$ cat src/rtl/core/assert_macros.svh
`ifndef ASSERT_MACROS_SVH
`define ASSERT_MACROS_SVH

// Same-cycle implication, sampled on clk, off while rst is high.
`define ASSERT_IMPL(label, ante, cons, msg) \
  label: assert property (@(posedge clk) disable iff (rst) (ante) |-> (cons)) \
    else $error(msg);

// Next-cycle implication, sampled on clk, off while rst is high.
`define ASSERT_NEXT(label, ante, cons, msg) \
  label: assert property (@(posedge clk) disable iff (rst) (ante) |=> (cons)) \
    else $error(msg);

`endif

$ cat src/rtl/core/ddo_pkg.sv
package ddo_pkg;

  // Sizing
  localparam int CORDIC_STEPS_DEF = 16;
  localparam int CMD_DEPTH        = 2;
  localparam int ANG_W            = 16;
  localparam int DPT_W            = 24;
  localparam int DIST_W           = 48;
  localparam int MUL_A_W          = 33;
  localparam int MUL_B_W          = 25;
  localparam int MUL_P_W          = MUL_A_W + MUL_B_W;
  localparam int ACC_W            = 66;
  localparam int CD_W             = 32;
  localparam int CD_Z_W           = 34;
  localparam int ATAN_IDX_W       = 5;
  localparam int ATAN_W           = 30;
  localparam int CFG_IDX_W        = 2;

  // CORDIC start value, round(0.607252935 * 2^30)
  localparam logic signed [CD_W-1:0] CORDIC_START = 32'sd652032874;
  // Half turn (pi) as a binary angle
  localparam logic [ANG_W-1:0] ANG_HALF_TURN = 16'h8000;

  // Configuration register indexes
  localparam logic [CFG_IDX_W-1:0] REG_LEFT_DPT     = 2'd0;
  localparam logic [CFG_IDX_W-1:0] REG_RIGHT_DPT    = 2'd1;
  localparam logic [CFG_IDX_W-1:0] REG_HEADING_GAIN = 2'd2;

  localparam logic [DPT_W-1:0] DPT_RESET  = 24'd65536;
  localparam logic [DPT_W-1:0] GAIN_RESET = 24'd65536;

  // Request codes on the req_type field
  localparam logic [1:0] REQ_ENCODER = 2'd0;
  localparam logic [1:0] REQ_GYRO    = 2'd1;
  localparam logic [1:0] REQ_SET     = 2'd2;
  localparam logic [1:0] REQ_REBASE  = 2'd3;

  typedef enum logic [1:0] {
    KIND_ENC,
    KIND_GYRO,
    KIND_SET,
    KIND_REBASE
  } req_kind_t;

  typedef struct packed {
    logic [1:0]         req_type;
    logic signed [31:0] left_ticks;
    logic signed [31:0] right_ticks;
    logic [15:0]        gyro_angle;
    logic signed [31:0] new_x;
    logic signed [31:0] new_y;
    logic [15:0]        new_heading;
  } odo_req_t;

  typedef struct packed {
    logic signed [31:0] pose_x_out;
    logic signed [31:0] pose_y_out;
    logic [15:0]        heading_out;
  } odo_pose_t;

  // Classified command passed from front to back
  typedef struct packed {
    req_kind_t          kind;
    logic signed [31:0] left_ticks;
    logic signed [31:0] right_ticks;
    logic [15:0]        gyro_angle;
    logic signed [31:0] new_x;
    logic signed [31:0] new_y;
    logic [15:0]        new_heading;
  } cmd_t;

  typedef struct packed {
    logic [DPT_W-1:0] left_dpt;
    logic [DPT_W-1:0] right_dpt;
    logic [DPT_W-1:0] heading_gain;
  } cfg_t;

  typedef struct packed {
    logic             start;
    logic [ANG_W-1:0] angle;
  } cd_req_t;

  typedef struct packed {
    logic                   done;
    logic signed [CD_W-1:0] sin;
    logic signed [CD_W-1:0] cos;
  } cd_rsp_t;

  typedef enum logic {
    CD_IDLE,
    CD_RUN
  } cd_state_t;

  typedef enum logic [4:0] {
    ST_IDLE,
    ST_SET,
    ST_MUL_L,
    ST_MUL_R,
    ST_DIST,
    ST_DELTA,
    ST_TRAVEL,
    ST_HMUL_LO,
    ST_HMUL_HI,
    ST_HEAD,
    ST_ROT_START,
    ST_ROT_WAIT,
    ST_MX_LO,
    ST_MX_HI,
    ST_MX_ACC,
    ST_MX_UPD,
    ST_MY_LO,
    ST_MY_HI,
    ST_MY_ACC,
    ST_MY_UPD,
    ST_DONE
  } bk_state_t;

  // atan(2^-i) in Q2.30 binary angle units (quarter turn = 2^30)
  function automatic logic [ATAN_W-1:0] atan_entry(input logic [ATAN_IDX_W-1:0] i);
    logic [ATAN_W-1:0] v;
    unique case (i)
      5'd0:    v = 30'd536870912;
      5'd1:    v = 30'd316933406;
      5'd2:    v = 30'd167458907;
      5'd3:    v = 30'd85004756;
      5'd4:    v = 30'd42667331;
      5'd5:    v = 30'd21354465;
      5'd6:    v = 30'd10679838;
      5'd7:    v = 30'd5340245;
      5'd8:    v = 30'd2670163;
      5'd9:    v = 30'd1335087;
      5'd10:   v = 30'd667544;
      5'd11:   v = 30'd333772;
      5'd12:   v = 30'd166886;
      5'd13:   v = 30'd83443;
      5'd14:   v = 30'd41722;
      5'd15:   v = 30'd20861;
      5'd16:   v = 30'd10430;
      5'd17:   v = 30'd5215;
      5'd18:   v = 30'd2608;
      5'd19:   v = 30'd1304;
      5'd20:   v = 30'd652;
      5'd21:   v = 30'd326;
      5'd22:   v = 30'd163;
      5'd23:   v = 30'd81;
      default: v = '0;
    endcase
    return v;
  endfunction

endpackage

$ cat src/rtl/core/ddo_front.sv
`include "assert_macros.svh"

// Input side: accepts requests, classifies them and queues commands
module ddo_front (
  input  logic              clk,
  input  logic              rst,
  input  logic              push,
  output logic              full,
  input  ddo_pkg::odo_req_t req,
  output logic              cmd_valid,
  output ddo_pkg::cmd_t     cmd,
  input  logic              cmd_take
);

  localparam int Depth = ddo_pkg::CMD_DEPTH;
  localparam int PtrW  = (Depth > 1) ? $clog2(Depth) : 1;
  localparam int CntW  = $clog2(Depth + 1);

  ddo_pkg::cmd_t       slots [Depth];
  ddo_pkg::cmd_t       incoming;
  ddo_pkg::req_kind_t  kind;
  logic [PtrW-1:0]     wr_ptr, rd_ptr;
  logic [CntW-1:0]     count;
  logic                push_ok;

  // Classify the request code
  always_comb begin
    unique case (req.req_type)
      ddo_pkg::REQ_ENCODER: kind = ddo_pkg::KIND_ENC;
      ddo_pkg::REQ_GYRO:    kind = ddo_pkg::KIND_GYRO;
      ddo_pkg::REQ_SET:     kind = ddo_pkg::KIND_SET;
      ddo_pkg::REQ_REBASE:  kind = ddo_pkg::KIND_REBASE;
    endcase
  end

  always_comb begin
    incoming.kind        = kind;
    incoming.left_ticks  = req.left_ticks;
    incoming.right_ticks = req.right_ticks;
    incoming.gyro_angle  = req.gyro_angle;
    incoming.new_x       = req.new_x;
    incoming.new_y       = req.new_y;
    incoming.new_heading = req.new_heading;
  end

  // Nothing is taken while reset is held
  assign full      = (count == CntW'(Depth)) || rst;
  assign cmd_valid = (count != '0);
  assign push_ok   = push && !full;
  assign cmd       = slots[rd_ptr];

  // Queue storage
  always_ff @(posedge clk) begin
    if (push_ok) begin
      slots[wr_ptr] <= incoming;
    end
  end

  // Pointers and fill count
  always_ff @(posedge clk) begin
    if (rst) begin
      wr_ptr <= '0;
      rd_ptr <= '0;
      count  <= '0;
    end else begin
      if (push_ok) begin
        wr_ptr <= (wr_ptr == PtrW'(Depth - 1)) ? '0 : wr_ptr + 1'b1;
      end
      if (cmd_take) begin
        rd_ptr <= (rd_ptr == PtrW'(Depth - 1)) ? '0 : rd_ptr + 1'b1;
      end
      unique case ({push_ok, cmd_take})
        2'b10:   count <= count + 1'b1;
        2'b01:   count <= count - 1'b1;
        default: count <= count;
      endcase
    end
  end

  `ASSERT_IMPL(a_cnt_bound, 1'b1, count <= CntW'(Depth), "command queue overfilled")
  `ASSERT_NEXT(a_full_holds, full && !cmd_take, count == $past(count), "count moved while full")

endmodule

$ cat config.mk
export PLATFORM = sky130hd
export DESIGN_NAME = ddo_front
export DESIGN_NICKNAME = d
export VERILOG_FILES = /design/src/rtl/core/ddo_pkg.sv /design/src/rtl/core/ddo_front.sv
export VERILOG_INCLUDE_DIRS = /design/src /design/src/rtl/core
export SDC_FILE = /design/constraint.sdc
export NUM_CORES = 1
export LEC_CHECK = 0
export BUFFER_PORTS_ARGS = -buffer_cell sky130_fd_sc_hd__buf_2
export CORE_MARGIN = 2
export CORE_UTILIZATION = 55
export CTS_BUF_LIST = sky130_fd_sc_hd__clkbuf_4
export DETAILED_ROUTE_END_ITERATION = 7
export PLACE_DENSITY = 0.93
export SLEW_MARGIN = 20
export SYNTH_ARGS = -nofsm -noshare
export SYNTH_HDL_FRONTEND = slang
export SYNTH_SLANG_ARGS = --single-unit
$ cat constraint.sdc
create_clock -name clk -period 20.6 [get_ports clk]
set_input_delay 2.06 -clock clk [delete_from_list [all_inputs] [get_ports clk]]
set_output_delay 2.06 -clock clk [all_outputs]
set_load 0.01 [all_outputs]
==> impl_metrics.ini, run 1 <==
[cells_and_area]
multi_input_area_um2 = 2257
n_fill_cell = 1328
nNetsFinal = 1096
layout_common_cells = 329 x buf_2, 324 x edfxtp_1, 119 x clkbuf_4
layout.cells.most_common = buf_2
ff_latch_area_um2 = 9833
final_cells = 1264
final_layout_size_suffix_gt1_share_pct = 64.05
area_growth_pct = 23.56

[clocking]
root_buffer = clkbuf_4
cts_hold_buf = 0
cts.sinks = 329
clk_latency_ps = 680
clock_path_buffers = 3
cts-buffers-inserted = 81
cts.clk_slew.worst_paths_ps = 60
cts_tree = yes
htree_levels = 3
cts_resized = 0
postCtsSetupBuffers = 0

[grt]
first_global_vias = 6876
antenna_found_initial = 2
grt_pass1_wl_mm = 34.80
grt_max_degree = 82
grt_usage_pct = 19.20
grt_overflow = 0

[route]
via_per_inst = 5.094
via_count = 6439
dr.pass1.iters = 4
initialDrtViolationCount = 358
antenna_left = 0
drc = 0
routed_wl_mm = 23.06
wl_per_cell_um = 18.24

[synth]
syn_inst = 531
synth_area_leaders = edfxtp_1 80%, mux2_4 9.8%, mux2_2 7.5%, buf_6 0.92%, dfxtp_1 0.82%
synth_ff_type = edfxtp_1
ys_types = 20
synth_area_um2 = 12240
syn-num-nets = 698
synth_seq_cells = 329
synth-async-reset-ratio_pct = 0
ys_seq_area_share_pct = 80.34
yosysTopAreaCell = edfxtp_1
synth_warnings = 0
avgSynthCellArea_um2 = 23.04
synth_edf_count = 324
netlist.area_leader.share_pct = 79.52

[worst_setup_path]
startpoint_type = flip-flop
worstPathRequired_ps = 18540
crit_fanout = 65
cp.arrival_ps = 2830
r2r_cells = 4
r2r_slack_ps = 17770
cp-end-kind = primary output
crit_type = reg -> out

[floorplanning]
coreArea_um2 = 21820
pin_count = 330
fp.dieW_um = 153.2
chipHeight_um = 153.2
rows = 54
initial_core_util_pct = 56.07
die_area_um2 = 23450

[place]
hpwl_mm = 14.84
pre_cts_slack_ps = 16070
dp.cells = 1126
gp_congestion = 0.7666
portBuffers = 329

[sta]
setup_viol = 0
layout_setup_ws_ps = 15710
hold_violations = 0
fin_skew_ps = 52.00
maxSlewHeadroom_pct = 27.42
min_period_over_period_pct = 23.76
worst_pin_slew_ps = 1089
drv_slew = 0
min_period_ps = 4894
fmax_mhz = 204.3
rsz0062_at_grt = false
tns_ps = 0

[min_path]
hold_path.class = reg -> reg
hold_depth = 2

[status]
status = complete, no violations

[power_and_ir_drop]
leakage_uw = 0.005882
p_per_area_nw_per_um2 = 95.54
vdd_drop_max_v = 0.00008460

[job]
cap_violations = 0
[power breakdown]
group / total, uW / switching, uW / internal [uW]
clock: 503 / 239 / 264
sequential: 784 / 11.0 / 773
combinational: 157 / 79.4 / 77.6
[metrics by stage]
stage | area (um2) | hold slack (ps) | util, % | total power (uW)
after global routing | 15120 | 547.2 | 69.28 | 1509
after CTS | 15110 | 533.2 | 69.25 | 1465
after global placement | 14140 | 487.4 | 64.77 | 949.2
after detailed placement | 14140 | 515.2 | 64.77 | 956.3
after floorplan | 12240 | 460.8 | - | 899.5
final | 15120 | 539.3 | 69.28 | 1444
[flip-flops by register name (all words and copies together) (netlist names), named ones only]
signal	cells
count	2
slots	324
wr_ptr	1
rd_ptr	1
[critical path: stages (launching register included)]
cell,delay (ps)
dfxtp_4,680
buf_4,860
mux2_2,410
buf_2,140
[synth_stat cells (2+ instances only)]
library cell  instances
a21oi_1               2
nor2_1                5
buf_2                 8
mux2_2               82
buf_6                10
dfxtp_1               5
mux2_4               80
nand2b_1              2
edfxtp_1            324
xnor2_1               2
clkbuf_1              2
[area by class of cell]
cell class / instances / share of cell area, %
tap: 280 / 2.317
clock buffer: 119 / 5.909
multi-input combinational: 181 / 14.93
inverter: 1 / 0.02483
sequential: 329 / 65.04
timing repair buffer: 335 / 11.19
clock inverter: 17 / 0.5545
antenna: 2 / 0.03310
[cell families (layout without fill, tap and decap cells)]
kind of cell	count (synthesis)	count (layout)	synth area share, %
flip-flops	329	329	80.34
multiplexers	162	162	17.36
buffers and inverters	21	472	1.340
AND/OR/NAND/NOR	11	11	0.4602
AO/OA/AOI/OAI	4	4	0.1841
XOR/XNOR	3	3	0.2148
adder cells (fa/ha/maj)	1	1	0.1022
other	0	2	0
[final timing paths]
kind              from       endpoint
max          flip-flop       cmd[150]
min             rd_ptr         rd_ptr
max reg2reg   count[0]  slots[1][103]
min reg2reg     rd_ptr         rd_ptr
[routing by layer]
layer	global-route usage (%)	part of all wire [%]
met5	0	0
met3	7.258	8.4
met1	20.22	36
met2	34.16	53
met4	8.598	2.5
Note: power is estimated with default switching activity, not from simulation.
==> run 2, diff against run 1 <==
- CORE_UTILIZATION: 55 -> 54
- PLACE_DENSITY: 0.93 -> 0.92
- clock period: 20.6 -> 5 ns (I/O delays scaled with it)
==> impl_metrics.ini, run 2 (same netlist as run 1, synthesis figures left out) <==
[status]
status = complete, no violations

[grt]
grt_usage_pct = 24.51
grt_overflow = 0
grt_max_degree = 67
first_global_vias = 8173
grt_pass1_wl_mm = 44.44
antenna_found_initial = 5

[cells_and_area]
final_layout_size_suffix_gt1_share_pct = 54.50
largest_register_ffs = 324
layout.cells.most_common = buf_2
fin_util_pct = 74.95
top_register = slots
nNetsFinal = 1259
area_growth_pct = 37.43
reg.largest.list = slots: 324 flops, count: 2 flops
layout_common_cells = 329 x buf_2, 324 x edfxtp_1, 160 x dlygate4sd3_1

[worst_setup_path]
cp-end-kind = primary output
critPathMaxStageDelay_ps = 990
cp.arrival_ps = 2780
r2r_slack_ps = 2470
cpLargestDelayFamily = flip-flops
crit_fanout = 66
cp_num_buf_inv = 2
cp.depth = 3
crit_type = reg -> out
worstPathRequired_ps = 4500
startpoint_type = flip-flop
timing.rr.end = slots[1][152]
slowest_stage = dfxtp_4
cp-endpoint = cmd[26]
crit_chain = buf_4, mux2_2, buf_2
r2r_cells = 4
reg2reg_from = count[0]

[sta]
whs_ps = 69.87
min_period_over_period_pct = 65.66
setup_viol = 0
layout_setup_ws_ps = 1717
hold_violations = 0
min_period_ps = 3283
rsz0062_at_grt = false
worst_pin_slew_ps = 979.7
drv_slew = 0
fmax_mhz = 304.6
maxSlewHeadroom_pct = 34.69
fin_skew_ps = 53.53

[clocking]
cts.clk_slew.worst_paths_ps = 70
clock_path_buffers = 3
clk_latency_ps = 690
cts_tree = yes
cts.sinks = 329
htree_levels = 3
cts-buffers-inserted = 81
root_buffer = clkbuf_4

[route]
initialDrtViolationCount = 479
via_per_inst = 5.078
via_count = 7337
drc = 0
wl_per_cell_um = 20.63
routed_wl_mm = 29.81
dr.pass1.iters = 4
antenna_left = 0

[min_path]
hold_path.class = in -> reg

[floorplanning]
chipHeight_um = 154.5
rows = 55
fp.dieW_um = 154.5
initial_core_util_pct = 54.54
pin_count = 330
coreArea_um2 = 22430
die_area_um2 = 23880

[place]
portBuffers = 329
gp_congestion = 0.7542
hpwl_mm = 15.95
pre_cts_slack_ps = 2351

[power_and_ir_drop]
vdd_drop_max_v = 0.0002780
leakage_uw = 0.006588
total_power_uw = 6206
p_per_area_nw_per_um2 = 369.1

[job]
cap_violations = 0
-- run 2: layout make-up --
class                           instances  area (um2)
Antenna cell                            4       10.01
Clock buffer                          113       848.3
Clock inverter                         34       177.7
Fill cell                            1223        5619
Inverter                                1       3.754
Multi-Input combinational cell        181        2257
Sequential cell                       329        9833
Tap cell                              285       356.6
Timing Repair Buffer                  498        3328
-- run 2: worst register-to-register path, cell delays in order (launching register included) --
cell,delay (ps)
dfxtp_1,400
nand2b_1,220
nand3b_1,250
nor2_4,560
buf_4,690
-- run 2: worst min-delay path by stage --
stage,from,end,slack [ps],cells past startpoint
floorplan,count[1],count[1],460,2
global placement,count[1],count[1],480,2
detailed placement,rd_ptr,flip-flop,520,2
CTS,req[26],slots[0][26],3,1
global route,req[26],slots[0][26],-3,1
finish,req[156],slots[1][156],70,1
-- run 2: routing by layer --
metal	wire, um	vias to the layer above	track usage, %
met5	27	-	0
met4	792	4	9.921
met3	2458	69	7.901
met2	15820	390	44.35
met1	10700	3574	26.67
li1	-	3300	-
-- run 2: stage by stage --
| step | std cells | setup TNS (ps) | cell area (um2) |
|---|---|---|---|
| after floorplan | 531 | -128110 | 12240 |
| after global placement | 1134 | 0 | 14180 |
| after detailed placement | 1134 | 0 | 14180 |
| after CTS | 1441 | 0 | 16800 |
| after global routing | 1444 | 0 | 16810 |
| final | 1445 | 0 | 16810 |
-- run 2: what timing repair did --
item,4_1_cts,5_1_grt
resized for setup,0,0
hold endpoints to repair,316,0
hold buffers,160,0
setup buffers,0,0
-- run 2: power by group --
part           total (uW)  internal, uW  switching, uW
Sequential           3250          3180           62.1
Combinational         763           403            360
Clock                2200          1110           1090
