File: src/rtl/core/assert_macros.svh
`ifndef ASSERT_MACROS_SVH
`define ASSERT_MACROS_SVH

// Same-cycle implication, sampled on clk, off while rst is high.
`define ASSERT_IMPL(label, ante, cons, msg) \
  label: assert property (@(posedge clk) disable iff (rst) (ante) |-> (cons)) \
    else $error(msg);

// Next-cycle implication, sampled on clk, off while rst is high.
`define ASSERT_NEXT(label, ante, cons, msg) \
  label: assert property (@(posedge clk) disable iff (rst) (ante) |=> (cons)) \
    else $error(msg);

`endif

File: src/rtl/core/ddo_pkg.sv
package ddo_pkg;

  // Sizing
  localparam int CORDIC_STEPS_DEF = 16;
  localparam int CMD_DEPTH        = 2;
  localparam int ANG_W            = 16;
  localparam int DPT_W            = 24;
  localparam int DIST_W           = 48;
  localparam int MUL_A_W          = 33;
  localparam int MUL_B_W          = 25;
  localparam int MUL_P_W          = MUL_A_W + MUL_B_W;
  localparam int ACC_W            = 66;
  localparam int CD_W             = 32;
  localparam int CD_Z_W           = 34;
  localparam int ATAN_IDX_W       = 5;
  localparam int ATAN_W           = 30;
  localparam int CFG_IDX_W        = 2;

  // CORDIC start value, round(0.607252935 * 2^30)
  localparam logic signed [CD_W-1:0] CORDIC_START = 32'sd652032874;
  // Half turn (pi) as a binary angle
  localparam logic [ANG_W-1:0] ANG_HALF_TURN = 16'h8000;

  // Configuration register indexes
  localparam logic [CFG_IDX_W-1:0] REG_LEFT_DPT     = 2'd0;
  localparam logic [CFG_IDX_W-1:0] REG_RIGHT_DPT    = 2'd1;
  localparam logic [CFG_IDX_W-1:0] REG_HEADING_GAIN = 2'd2;

  localparam logic [DPT_W-1:0] DPT_RESET  = 24'd65536;
  localparam logic [DPT_W-1:0] GAIN_RESET = 24'd65536;

  // Request codes on the req_type field
  localparam logic [1:0] REQ_ENCODER = 2'd0;
  localparam logic [1:0] REQ_GYRO    = 2'd1;
  localparam logic [1:0] REQ_SET     = 2'd2;
  localparam logic [1:0] REQ_REBASE  = 2'd3;

  typedef enum logic [1:0] {
    KIND_ENC,
    KIND_GYRO,
    KIND_SET,
    KIND_REBASE
  } req_kind_t;

  typedef struct packed {
    logic [1:0]         req_type;
    logic signed [31:0] left_ticks;
    logic signed [31:0] right_ticks;
    logic [15:0]        gyro_angle;
    logic signed [31:0] new_x;
    logic signed [31:0] new_y;
    logic [15:0]        new_heading;
  } odo_req_t;

  typedef struct packed {
    logic signed [31:0] pose_x_out;
    logic signed [31:0] pose_y_out;
    logic [15:0]        heading_out;
  } odo_pose_t;

  // Classified command passed from front to back
  typedef struct packed {
    req_kind_t          kind;
    logic signed [31:0] left_ticks;
    logic signed [31:0] right_ticks;
    logic [15:0]        gyro_angle;
    logic signed [31:0] new_x;
    logic signed [31:0] new_y;
    logic [15:0]        new_heading;
  } cmd_t;

  typedef struct packed {
    logic [DPT_W-1:0] left_dpt;
    logic [DPT_W-1:0] right_dpt;
    logic [DPT_W-1:0] heading_gain;
  } cfg_t;

  typedef struct packed {
    logic             start;
    logic [ANG_W-1:0] angle;
  } cd_req_t;

  typedef struct packed {
    logic                   done;
    logic signed [CD_W-1:0] sin;
    logic signed [CD_W-1:0] cos;
  } cd_rsp_t;

  typedef enum logic {
    CD_IDLE,
    CD_RUN
  } cd_state_t;

  typedef enum logic [4:0] {
    ST_IDLE,
    ST_SET,
    ST_MUL_L,
    ST_MUL_R,
    ST_DIST,
    ST_DELTA,
    ST_TRAVEL,
    ST_HMUL_LO,
    ST_HMUL_HI,
    ST_HEAD,
    ST_ROT_START,
    ST_ROT_WAIT,
    ST_MX_LO,
    ST_MX_HI,
    ST_MX_ACC,
    ST_MX_UPD,
    ST_MY_LO,
    ST_MY_HI,
    ST_MY_ACC,
    ST_MY_UPD,
    ST_DONE
  } bk_state_t;

  // atan(2^-i) in Q2.30 binary angle units (quarter turn = 2^30)
  function automatic logic [ATAN_W-1:0] atan_entry(input logic [ATAN_IDX_W-1:0] i);
    logic [ATAN_W-1:0] v;
    unique case (i)
      5'd0:    v = 30'd536870912;
      5'd1:    v = 30'd316933406;
      5'd2:    v = 30'd167458907;
      5'd3:    v = 30'd85004756;
      5'd4:    v = 30'd42667331;
      5'd5:    v = 30'd21354465;
      5'd6:    v = 30'd10679838;
      5'd7:    v = 30'd5340245;
      5'd8:    v = 30'd2670163;
      5'd9:    v = 30'd1335087;
      5'd10:   v = 30'd667544;
      5'd11:   v = 30'd333772;
      5'd12:   v = 30'd166886;
      5'd13:   v = 30'd83443;
      5'd14:   v = 30'd41722;
      5'd15:   v = 30'd20861;
      5'd16:   v = 30'd10430;
      5'd17:   v = 30'd5215;
      5'd18:   v = 30'd2608;
      5'd19:   v = 30'd1304;
      5'd20:   v = 30'd652;
      5'd21:   v = 30'd326;
      5'd22:   v = 30'd163;
      5'd23:   v = 30'd81;
      default: v = '0;
    endcase
    return v;
  endfunction

endpackage

File: src/rtl/core/ddo_mul.sv
// Shared signed multiplier, product registered
module ddo_mul (
  input  logic                                 clk,
  input  logic signed [ddo_pkg::MUL_A_W-1:0]   a,
  input  logic signed [ddo_pkg::MUL_B_W-1:0]   b,
  output logic signed [ddo_pkg::MUL_P_W-1:0]   p
);

  always_ff @(posedge clk) begin
    p <= a * b;
  end

endmodule

File: src/rtl/core/ddo_cordic.sv
`include "assert_macros.svh"

// Rotation-mode CORDIC, one iteration per cycle
module ddo_cordic #(
  parameter int Steps = ddo_pkg::CORDIC_STEPS_DEF
) (
  input  logic              clk,
  input  logic              rst,
  input  ddo_pkg::cd_req_t  creq,
  output ddo_pkg::cd_rsp_t  crsp
);

  localparam int IdxW  = $clog2(Steps);
  localparam int AtIdx = ddo_pkg::ATAN_IDX_W;
  localparam int ZW    = ddo_pkg::CD_Z_W;
  localparam int W     = ddo_pkg::CD_W;
  localparam int AW    = ddo_pkg::ANG_W;

  ddo_pkg::cd_state_t state, state_next;
  logic                done, done_next;
  logic                load, run;
  logic [IdxW-1:0]     step;
  logic signed [W-1:0] x, y, xs, ys;
  logic signed [ZW-1:0] z, at;
  logic                flip;
  logic [1:0]          quad;
  logic                fold;
  logic [AW-1:0]       folded;

  // Fold the angle into [-90, 90) degrees
  assign quad   = creq.angle[AW-1:AW-2];
  assign fold   = (quad == 2'd1) || (quad == 2'd2);
  assign folded = fold ? creq.angle + ddo_pkg::ANG_HALF_TURN : creq.angle;

  // State register
  always_ff @(posedge clk) begin
    if (rst) begin
      state <= ddo_pkg::CD_IDLE;
      done  <= 1'b0;
    end else begin
      state <= state_next;
      done  <= done_next;
    end
  end

  // Next state
  always_comb begin
    state_next = state;
    done_next  = 1'b0;
    load       = 1'b0;
    run        = 1'b0;
    unique case (state)
      ddo_pkg::CD_IDLE: begin
        if (creq.start) begin
          load       = 1'b1;
          state_next = ddo_pkg::CD_RUN;
        end
      end
      ddo_pkg::CD_RUN: begin
        run = 1'b1;
        if (step == IdxW'(Steps - 1)) begin
          state_next = ddo_pkg::CD_IDLE;
          done_next  = 1'b1;
        end
      end
      default: ;
    endcase
  end

  // Iteration datapath
  assign xs = x >>> step;
  assign ys = y >>> step;
  assign at = $signed({{(ZW - ddo_pkg::ATAN_W){1'b0}},
                       ddo_pkg::atan_entry(AtIdx'(step))});

  always_ff @(posedge clk) begin
    if (load) begin
      x    <= ddo_pkg::CORDIC_START;
      y    <= '0;
      z    <= $signed({{(ZW - AW - 16){folded[AW-1]}}, folded, 16'h0000});
      flip <= fold;
      step <= '0;
    end else if (run) begin
      if (!z[ZW-1]) begin
        x <= x - ys;
        y <= y + xs;
        z <= z - at;
      end else begin
        x <= x + ys;
        y <= y - xs;
        z <= z + at;
      end
      step <= step + 1'b1;
    end
  end

  assign crsp.done = done;
  assign crsp.sin  = flip ? -y : y;
  assign crsp.cos  = flip ? -x : x;

  `ASSERT_NEXT(a_done_pulse, done, !done, "cordic done held for more than one cycle")

endmodule

File: src/rtl/core/ddo_back.sv
`include "assert_macros.svh"

// Execution side: sequences distance scaling, heading, CORDIC and pose update
module ddo_back #(
  parameter int CordicSteps = ddo_pkg::CORDIC_STEPS_DEF
) (
  input  logic               clk,
  input  logic               rst,
  input  ddo_pkg::cfg_t      cfg,
  input  logic               cmd_valid,
  input  ddo_pkg::cmd_t      cmd,
  output logic               cmd_take,
  output logic               empty,
  input  logic               pop,
  output ddo_pkg::odo_pose_t pose
);

  localparam int AW = ddo_pkg::MUL_A_W;
  localparam int BW = ddo_pkg::MUL_B_W;
  localparam int PW = ddo_pkg::MUL_P_W;
  localparam int DW = ddo_pkg::DIST_W;
  localparam int CW = ddo_pkg::ACC_W;

  ddo_pkg::bk_state_t state, state_next;
  ddo_pkg::cmd_t      cur;
  ddo_pkg::cd_req_t   creq;
  ddo_pkg::cd_rsp_t   crsp;
  ddo_pkg::odo_pose_t res;
  logic               res_valid;

  logic signed [AW-1:0] mul_a;
  logic signed [BW-1:0] mul_b;
  logic signed [PW-1:0] prod;

  logic [DW-1:0]        ld, rd, last_l, last_r, diff;
  logic signed [DW-1:0] dlt_l, dlt_r, travel;
  logic signed [DW:0]   sum;
  logic signed [32:0]   d, nd, d_clamp;
  logic [23:0]          rot_lo, rot_sum;
  logic [15:0]          heading, gyro_offset, ang, head_new;
  logic signed [31:0]   pos_x, pos_y;
  logic signed [CW-1:0] acc;
  logic                 pending;
  logic                 gyro_item;

  // Saturating add of a shifted product term to a position
  function automatic logic signed [31:0] sat_add(input logic signed [31:0] p,
                                                 input logic signed [35:0] v);
    logic signed [36:0] s;
    logic signed [31:0] r;
    s = {{5{p[31]}}, p} + {v[35], v};
    if ((s[36:31] == 6'b000000) || (s[36:31] == 6'b111111)) begin
      r = s[31:0];
    end else if (s[36]) begin
      r = 32'sh8000_0000;
    end else begin
      r = 32'sh7FFF_FFFF;
    end
    return r;
  endfunction

  ddo_mul u_mul (
    .clk (clk),
    .a   (mul_a),
    .b   (mul_b),
    .p   (prod)
  );

  ddo_cordic #(
    .Steps (CordicSteps)
  ) u_cordic (
    .clk  (clk),
    .rst  (rst),
    .creq (creq),
    .crsp (crsp)
  );

  assign gyro_item  = (cur.kind == ddo_pkg::KIND_GYRO);
  assign creq.start = (state == ddo_pkg::ST_ROT_START);
  assign creq.angle = ang;
  assign empty      = !res_valid;
  assign pose       = res;

  // Travel: mean of the wheel deltas, clamped to +-(2^32 - 1)
  assign sum    = {dlt_l[DW-1], dlt_l} + {dlt_r[DW-1], dlt_r};
  assign travel = sum[DW:1];
  always_comb begin
    if (!travel[DW-1] && (travel[DW-1:32] != '0)) begin
      d_clamp = 33'sh0_FFFF_FFFF;
    end else if (travel[DW-1] &&
                 ((travel[DW-1:32] != '1) || (travel[31:0] == '0))) begin
      d_clamp = 33'sh1_0000_0001;
    end else begin
      d_clamp = travel[32:0];
    end
  end

  // Heading step: bits 47:32 of diff * gain, assembled from two partial products
  assign rot_sum  = rot_lo + prod[23:0];
  assign head_new = heading + rot_sum[23:8];

  // Multiplier operand select
  always_comb begin
    unique case (state)
      ddo_pkg::ST_MUL_L: begin
        mul_a = $signed({cur.left_ticks[31], cur.left_ticks});
        mul_b = $signed({1'b0, cfg.left_dpt});
      end
      ddo_pkg::ST_MUL_R: begin
        mul_a = $signed({cur.right_ticks[31], cur.right_ticks});
        mul_b = $signed({1'b0, cfg.right_dpt});
      end
      ddo_pkg::ST_HMUL_LO: begin
        mul_a = $signed({9'b0, diff[23:0]});
        mul_b = $signed({1'b0, cfg.heading_gain});
      end
      ddo_pkg::ST_HMUL_HI: begin
        mul_a = $signed({9'b0, diff[47:24]});
        mul_b = $signed({1'b0, cfg.heading_gain});
      end
      ddo_pkg::ST_MX_LO: begin
        mul_a = nd;
        mul_b = $signed({9'b0, crsp.sin[15:0]});
      end
      ddo_pkg::ST_MX_HI: begin
        mul_a = nd;
        mul_b = $signed({{9{crsp.sin[31]}}, crsp.sin[31:16]});
      end
      ddo_pkg::ST_MY_LO: begin
        mul_a = d;
        mul_b = $signed({9'b0, crsp.cos[15:0]});
      end
      ddo_pkg::ST_MY_HI: begin
        mul_a = d;
        mul_b = $signed({{9{crsp.cos[31]}}, crsp.cos[31:16]});
      end
      default: begin
        mul_a = '0;
        mul_b = '0;
      end
    endcase
  end

  // State register
  always_ff @(posedge clk) begin
    if (rst) begin
      state <= ddo_pkg::ST_IDLE;
    end else begin
      state <= state_next;
    end
  end

  // Sequencer
  always_comb begin
    state_next = state;
    cmd_take   = 1'b0;
    unique case (state)
      ddo_pkg::ST_IDLE: begin
        if (cmd_valid) begin
          cmd_take   = 1'b1;
          state_next = (cmd.kind == ddo_pkg::KIND_SET) ? ddo_pkg::ST_SET : ddo_pkg::ST_MUL_L;
        end
      end
      ddo_pkg::ST_SET:     state_next = ddo_pkg::ST_DONE;
      ddo_pkg::ST_MUL_L:   state_next = ddo_pkg::ST_MUL_R;
      ddo_pkg::ST_MUL_R:   state_next = ddo_pkg::ST_DIST;
      ddo_pkg::ST_DIST: begin
        state_next = (cur.kind == ddo_pkg::KIND_REBASE) ? ddo_pkg::ST_DONE : ddo_pkg::ST_DELTA;
      end
      ddo_pkg::ST_DELTA:   state_next = ddo_pkg::ST_TRAVEL;
      ddo_pkg::ST_TRAVEL: begin
        state_next = gyro_item ? ddo_pkg::ST_ROT_START : ddo_pkg::ST_HMUL_LO;
      end
      ddo_pkg::ST_HMUL_LO: state_next = ddo_pkg::ST_HMUL_HI;
      ddo_pkg::ST_HMUL_HI: state_next = ddo_pkg::ST_HEAD;
      ddo_pkg::ST_HEAD:    state_next = ddo_pkg::ST_ROT_START;
      ddo_pkg::ST_ROT_START: state_next = ddo_pkg::ST_ROT_WAIT;
      ddo_pkg::ST_ROT_WAIT: begin
        if (crsp.done) begin
          state_next = ddo_pkg::ST_MX_LO;
        end
      end
      ddo_pkg::ST_MX_LO:   state_next = ddo_pkg::ST_MX_HI;
      ddo_pkg::ST_MX_HI:   state_next = ddo_pkg::ST_MX_ACC;
      ddo_pkg::ST_MX_ACC:  state_next = ddo_pkg::ST_MX_UPD;
      ddo_pkg::ST_MX_UPD:  state_next = ddo_pkg::ST_MY_LO;
      ddo_pkg::ST_MY_LO:   state_next = ddo_pkg::ST_MY_HI;
      ddo_pkg::ST_MY_HI:   state_next = ddo_pkg::ST_MY_ACC;
      ddo_pkg::ST_MY_ACC:  state_next = ddo_pkg::ST_MY_UPD;
      ddo_pkg::ST_MY_UPD:  state_next = ddo_pkg::ST_DONE;
      ddo_pkg::ST_DONE: begin
        if (!res_valid) begin
          state_next = ddo_pkg::ST_IDLE;
        end
      end
      default: state_next = ddo_pkg::ST_IDLE;
    endcase
  end

  // Working registers
  always_ff @(posedge clk) begin
    if (cmd_take) begin
      cur <= cmd;
    end
    unique case (state)
      ddo_pkg::ST_MUL_R:   ld <= prod[51:4];
      ddo_pkg::ST_DIST:    rd <= prod[51:4];
      ddo_pkg::ST_DELTA: begin
        dlt_l <= ld - last_l;
        dlt_r <= rd - last_r;
      end
      ddo_pkg::ST_TRAVEL: begin
        d    <= d_clamp;
        diff <= dlt_r - dlt_l;
        if (gyro_item) begin
          ang <= cur.gyro_angle;
        end
      end
      ddo_pkg::ST_HMUL_HI: rot_lo <= prod[47:24];
      ddo_pkg::ST_HEAD:    ang <= head_new;
      ddo_pkg::ST_ROT_START: nd <= -d;
      ddo_pkg::ST_MX_HI, ddo_pkg::ST_MY_HI: acc <= {{(CW - PW){prod[PW-1]}}, prod};
      ddo_pkg::ST_MX_ACC, ddo_pkg::ST_MY_ACC: acc <= acc + $signed({prod[49:0], 16'h0000});
      default: ;
    endcase
  end

  // Architectural state and result register
  always_ff @(posedge clk) begin
    if (rst) begin
      last_l      <= '0;
      last_r      <= '0;
      pos_x       <= '0;
      pos_y       <= '0;
      heading     <= '0;
      gyro_offset <= '0;
      pending     <= 1'b1;
      res_valid   <= 1'b0;
    end else begin
      unique case (state)
        ddo_pkg::ST_SET: begin
          pos_x   <= cur.new_x;
          pos_y   <= cur.new_y;
          heading <= cur.new_heading;
          pending <= 1'b1;
        end
        ddo_pkg::ST_DIST: begin
          // Baseline capture: rebase request or first update after a set pose
          if ((cur.kind == ddo_pkg::KIND_REBASE) || pending) begin
            last_l <= ld;
            last_r <= prod[51:4];
          end
          if ((cur.kind != ddo_pkg::KIND_REBASE) && pending) begin
            pending <= 1'b0;
            if (gyro_item) begin
              gyro_offset <= cur.gyro_angle;
            end
          end
        end
        ddo_pkg::ST_DELTA: begin
          last_l <= ld;
          last_r <= rd;
        end
        ddo_pkg::ST_HEAD:   heading <= head_new;
        ddo_pkg::ST_MX_UPD: pos_x <= sat_add(pos_x, acc[CW-1:30]);
        ddo_pkg::ST_MY_UPD: begin
          pos_y <= sat_add(pos_y, acc[CW-1:30]);
          if (gyro_item) begin
            heading <= cur.gyro_angle - gyro_offset;
          end
        end
        default: ;
      endcase

      if ((state == ddo_pkg::ST_DONE) && !res_valid) begin
        res_valid <= 1'b1;
      end else if (pop && res_valid) begin
        res_valid <= 1'b0;
      end
    end
  end

  always_ff @(posedge clk) begin
    if ((state == ddo_pkg::ST_DONE) && !res_valid) begin
      res.pose_x_out  <= pos_x;
      res.pose_y_out  <= pos_y;
      res.heading_out <= heading;
    end
  end

  `ASSERT_NEXT(a_set_pends, state == ddo_pkg::ST_SET, pending, "set pose did not arm baseline")
  `ASSERT_NEXT(a_rebase_keeps, (state == ddo_pkg::ST_DIST) && (cur.kind == ddo_pkg::KIND_REBASE), pending == $past(pending), "rebase changed pending flag")

endmodule

File: config.mk
export PLATFORM = sky130hd
export DESIGN_NAME = ddo_back
export DESIGN_NICKNAME = d
export VERILOG_FILES = /design/src/rtl/core/ddo_pkg.sv /design/src/rtl/core/ddo_mul.sv /design/src/rtl/core/ddo_cordic.sv /design/src/rtl/core/ddo_back.sv
export VERILOG_INCLUDE_DIRS = /design/src /design/src/rtl/core
export SDC_FILE = /design/constraint.sdc
export NUM_CORES = 2
export LEC_CHECK = 0
export BUFFER_PORTS_ARGS = -buffer_cell sky130_fd_sc_hd__buf_4
export CAP_MARGIN = 20
export CORE_MARGIN = 10
export CORE_UTILIZATION = 35
export DETAILED_ROUTE_END_ITERATION = 10
export SLEW_MARGIN = 40
export SYNTH_ARGS = -nofsm -noshare
export SYNTH_HDL_FRONTEND = slang
export SYNTH_SLANG_ARGS = --single-unit
File: constraint.sdc
create_clock -name clk -period 11 [get_ports clk]
set_input_delay 1.65 -clock clk [delete_from_list [all_inputs] [get_ports clk]]
set_output_delay 1.65 -clock clk [all_outputs]
set_load 0.005 [all_outputs]
==> results_dict.tcl <==
set metrics [dict create \
    status "finished, final reports clean" \
    gp_congestion 0.969 \
    clkLatencyLatePin_ps 820 \
    yosysWarningCount 0 \
    synth_edf_count 657 \
    synth-simple-area-share 0.142 \
    root_buffer "clkbuf_16" \
    crit_path_top_delay_cell "o221a_2" \
    dp_hpwl_um 259000 \
    wirelength_um 330000 \
    async_flop_share 0 \
    p_leak_nw 46.3 \
    gr-usage-met3 0.0389 \
    end_kind "flop" \
    io_buffers 319 \
    grt_max_degree 89 \
    gr-usage-all-layers 0.217 \
    seq_power_share 0.185 \
    drive_above_1_share 0.0965 \
    busiest_layer "met2" \
    grt_antenna_before_repair 9 \
    ant_nets 0 \
    power_mw 33.4 \
    tightest_slew_ps 894 \
    area_delta_synth_final_pct 12.1 \
    mappedNetlistArea_um2 95200 \
    yosys.area_share.adder 0.262 \
    r2r-end "u_mul.p[56]" \
    hold_viol 0 \
    cts_buffers 114 \
    internal_power_mw 16.0 \
    instances_no_fill 14200 \
    htreeDepth 3 \
    final_cell_mix "inv_1, nand2_1, nor2_1" \
    path_clk_slew_ps 70 \
    holdPathStages 2 \
    r2r_slack_ps 390 \
    cts_hold_buffers 0 \
    grt_pass1_wl_um 493000 \
    clock_skew_ps 114 \
    cts_max_path_buffers 3 \
    drv_slew 0 \
    synth_xor_area_frac 0.0563 \
    die-height_um 542 \
    relSlewSlack 0.404 \
    synth_top_area_cell "edfxtp_1" \
    register_area_um2 27200 \
    post-route-period-util 0.965 \
    drtIter0Drc 6974 \
    crit_arrival_ps 11250 \
    core_area_um2 271000 \
    clock_power_share 0.123 \
    power_switching_share 0.520 \
    synth-main-ff-cell "edfxtp_1" \
    setup_viol 0 \
    max_stage_delay_ps 840 \
    final_common_cell "inv_1" \
    synth_top_family_by_area "adder cells" \
    vias 78000 \
    netSwitchingPower_mw 17.4 \
    powerDensity_nw_per_um2 313 \
    max_freq_mhz 94.2 \
    vias_per_cell 5.47 \
    tritoncts "built" \
    min_period_ps 10610 \
    drc 0 \
    synth.area.top_cells "edfxtp_1, fa_1, ha_1, dfxtp_1, inv_1" \
    start_kind "flop" \
    hold_start "last_l[46]" \
    layout.nets 12300 \
    io_pins 320 \
    synth_compound_area_frac 0.154 \
    avgSynthCellArea_um2 9.19 \
    r2r_cells 31 \
    synth_seq_cells 1030 \
    synth_top_cell_area_share 0.207 \
    p_comb_frac 0.692 \
    synth.distinct_cells 98 \
    cap_violations 0 \
    cts.sink_count 1030 \
    required_ps 11630 \
    grt_pass1_vias 78400 \
    firstDrtPassIters 6 \
    fill_cells 26700 \
    grt_overflow_total 0 \
    r2r_start "state[4]" \
    cp_max_fo 19 \
    syn_inst 10400 \
    die_w_um 542 \
    ys_seq_area_frac 0.286 \
    initial_core_util 0.352 \
    synth_nets 12100 \
    grt_use_met2 0.356 \
    multi_input_comb_area_um2 61600 \
    grtUsageMet1 0.276 \
    hold_end "last_l[46]" \
    synthMuxAreaShare 0.0269 \
    cp_common_cell "fa_1" \
    crit_type "flop to flop" \
    vdd_ir_drop_max_mv 0.235 \
    die_area_um2 293000 \
    dp.cells 14000 \
    min_path_type "flop to flop" \
    wl_per_cell_um 23.1 \
    rows 191 \
]
[synthesized netlist by cell type, drive strengths merged, types with 101 or more instances]
cell    instances
dfxtp         373
xor2          263
buf           108
nand3         101
nor2          926
a21oi         639
inv          1318
ha            628
edfxtp        657
o21ai         402
nand2        1204
xnor2         349
clkbuf        379
a21o          257
nand2b        125
nor3          157
fa            854
[per-layer routing]
| layer | share of wire | vias up | wire length [um] |
|---|---|---|---|
| met2 | 0.46 | 2805 | 153000 |
| met3 | 0.072 | 594 | 23800 |
| met1 | 0.41 | 38800 | 134000 |
| met4 | 0.058 | 2 | 19200 |
| met5 | 0.000042 | - | 14 |
| li1 | - | 35700 | - |
[cell type report]
cell class              instances  area share
multi-input cells            7520       0.577
flip-flops and latches       1030       0.255
inverters                    1320      0.0464
repair buffers                576      0.0423
well taps                    3570      0.0418
clock buffers                 133      0.0278
clock inverters                84     0.00997
diodes                          9    0.000211
[worst max path at each step]
stage,from,to,depth (start not counted)
2_1_floorplan,state[3],u_mul.p[56],34
3_3_place_gp,u_cordic.x[9],u_mul.p[56],38
3_5_place_dp,cfg[54],u_mul.p[57],31
4_1_cts,u_cordic.x[9],u_mul.p[52],35
5_1_grt,u_cordic.y[4],u_mul.p[57],29
6_report,state[4],u_mul.p[56],31
[worst max-delay path, delay by kind of cell, from the launching register on]
| family | cells | cell delay (ps) |
|---|---|---|
| adder cells (fa/ha/maj) | 8 | 3930 |
| buffers and inverters | 9 | 1780 |
| AND/OR/NAND/NOR | 4 | 750 |
| XOR/XNOR | 1 | 120 |
| flip-flops | 1 | 420 |
| AO/OA/AOI/OAI | 9 | 3400 |
[power groups by stage]
stage,Sequential [mW],Clock (mW),Combinational [mW]
final,6.16,4.12,23.1
after detailed placement,6.21,0,22.4
after CTS,6.14,4.21,22.8
after global routing,6.22,4.36,25.2
after global placement,6.20,0,22.3
after floorplan,5.78,0,14.6
[registers in the layout, indices dropped and copies added, names as in the netlist, 33 cells and up]
name,flops
acc,50
cur,162
d,33
diff,48
dlt_l,48
dlt_r,48
last_l,48
last_r,48
ld,48
nd,33
pose,80
rd,48
u_cordic.z,34
u_mul.p,58
[through the flow]
step	setup slack [ps]	util	TNS [ps]	hold WS, ps	instance area, um^2
after floorplan	920	-	0	429	95200
after global placement	258	0.378	0	440	102000
after detailed placement	254	0.379	0	443	103000
after CTS	114	0.394	0	452	107000
after global routing	-37.1	0.394	-46.2	464	107000
final	388	0.394	0	449	107000
[logic make-up (layout without fill, tap and decap cells)]
family	after synthesis	in the layout
muxes	172	172
other	0	9
AOI/OAI and AO/OA	2220	2220
buffers and inverters	1807	2113
adders and majority gates	1482	1482
xor gates and xnor gates	612	612
and+or+nand+nor	3034	3034
DFF	1030	1030
[what timing repair did]
| item | 4_1_cts | 5_1_grt |
|---|---|---|
| endpoints found under the setup margin | 0 | 16 |
| buffers inserted | 0 | 3 |
| gates resized for setup | 0 | 20 |
Note: power is estimated with default switching activity, not from simulation.
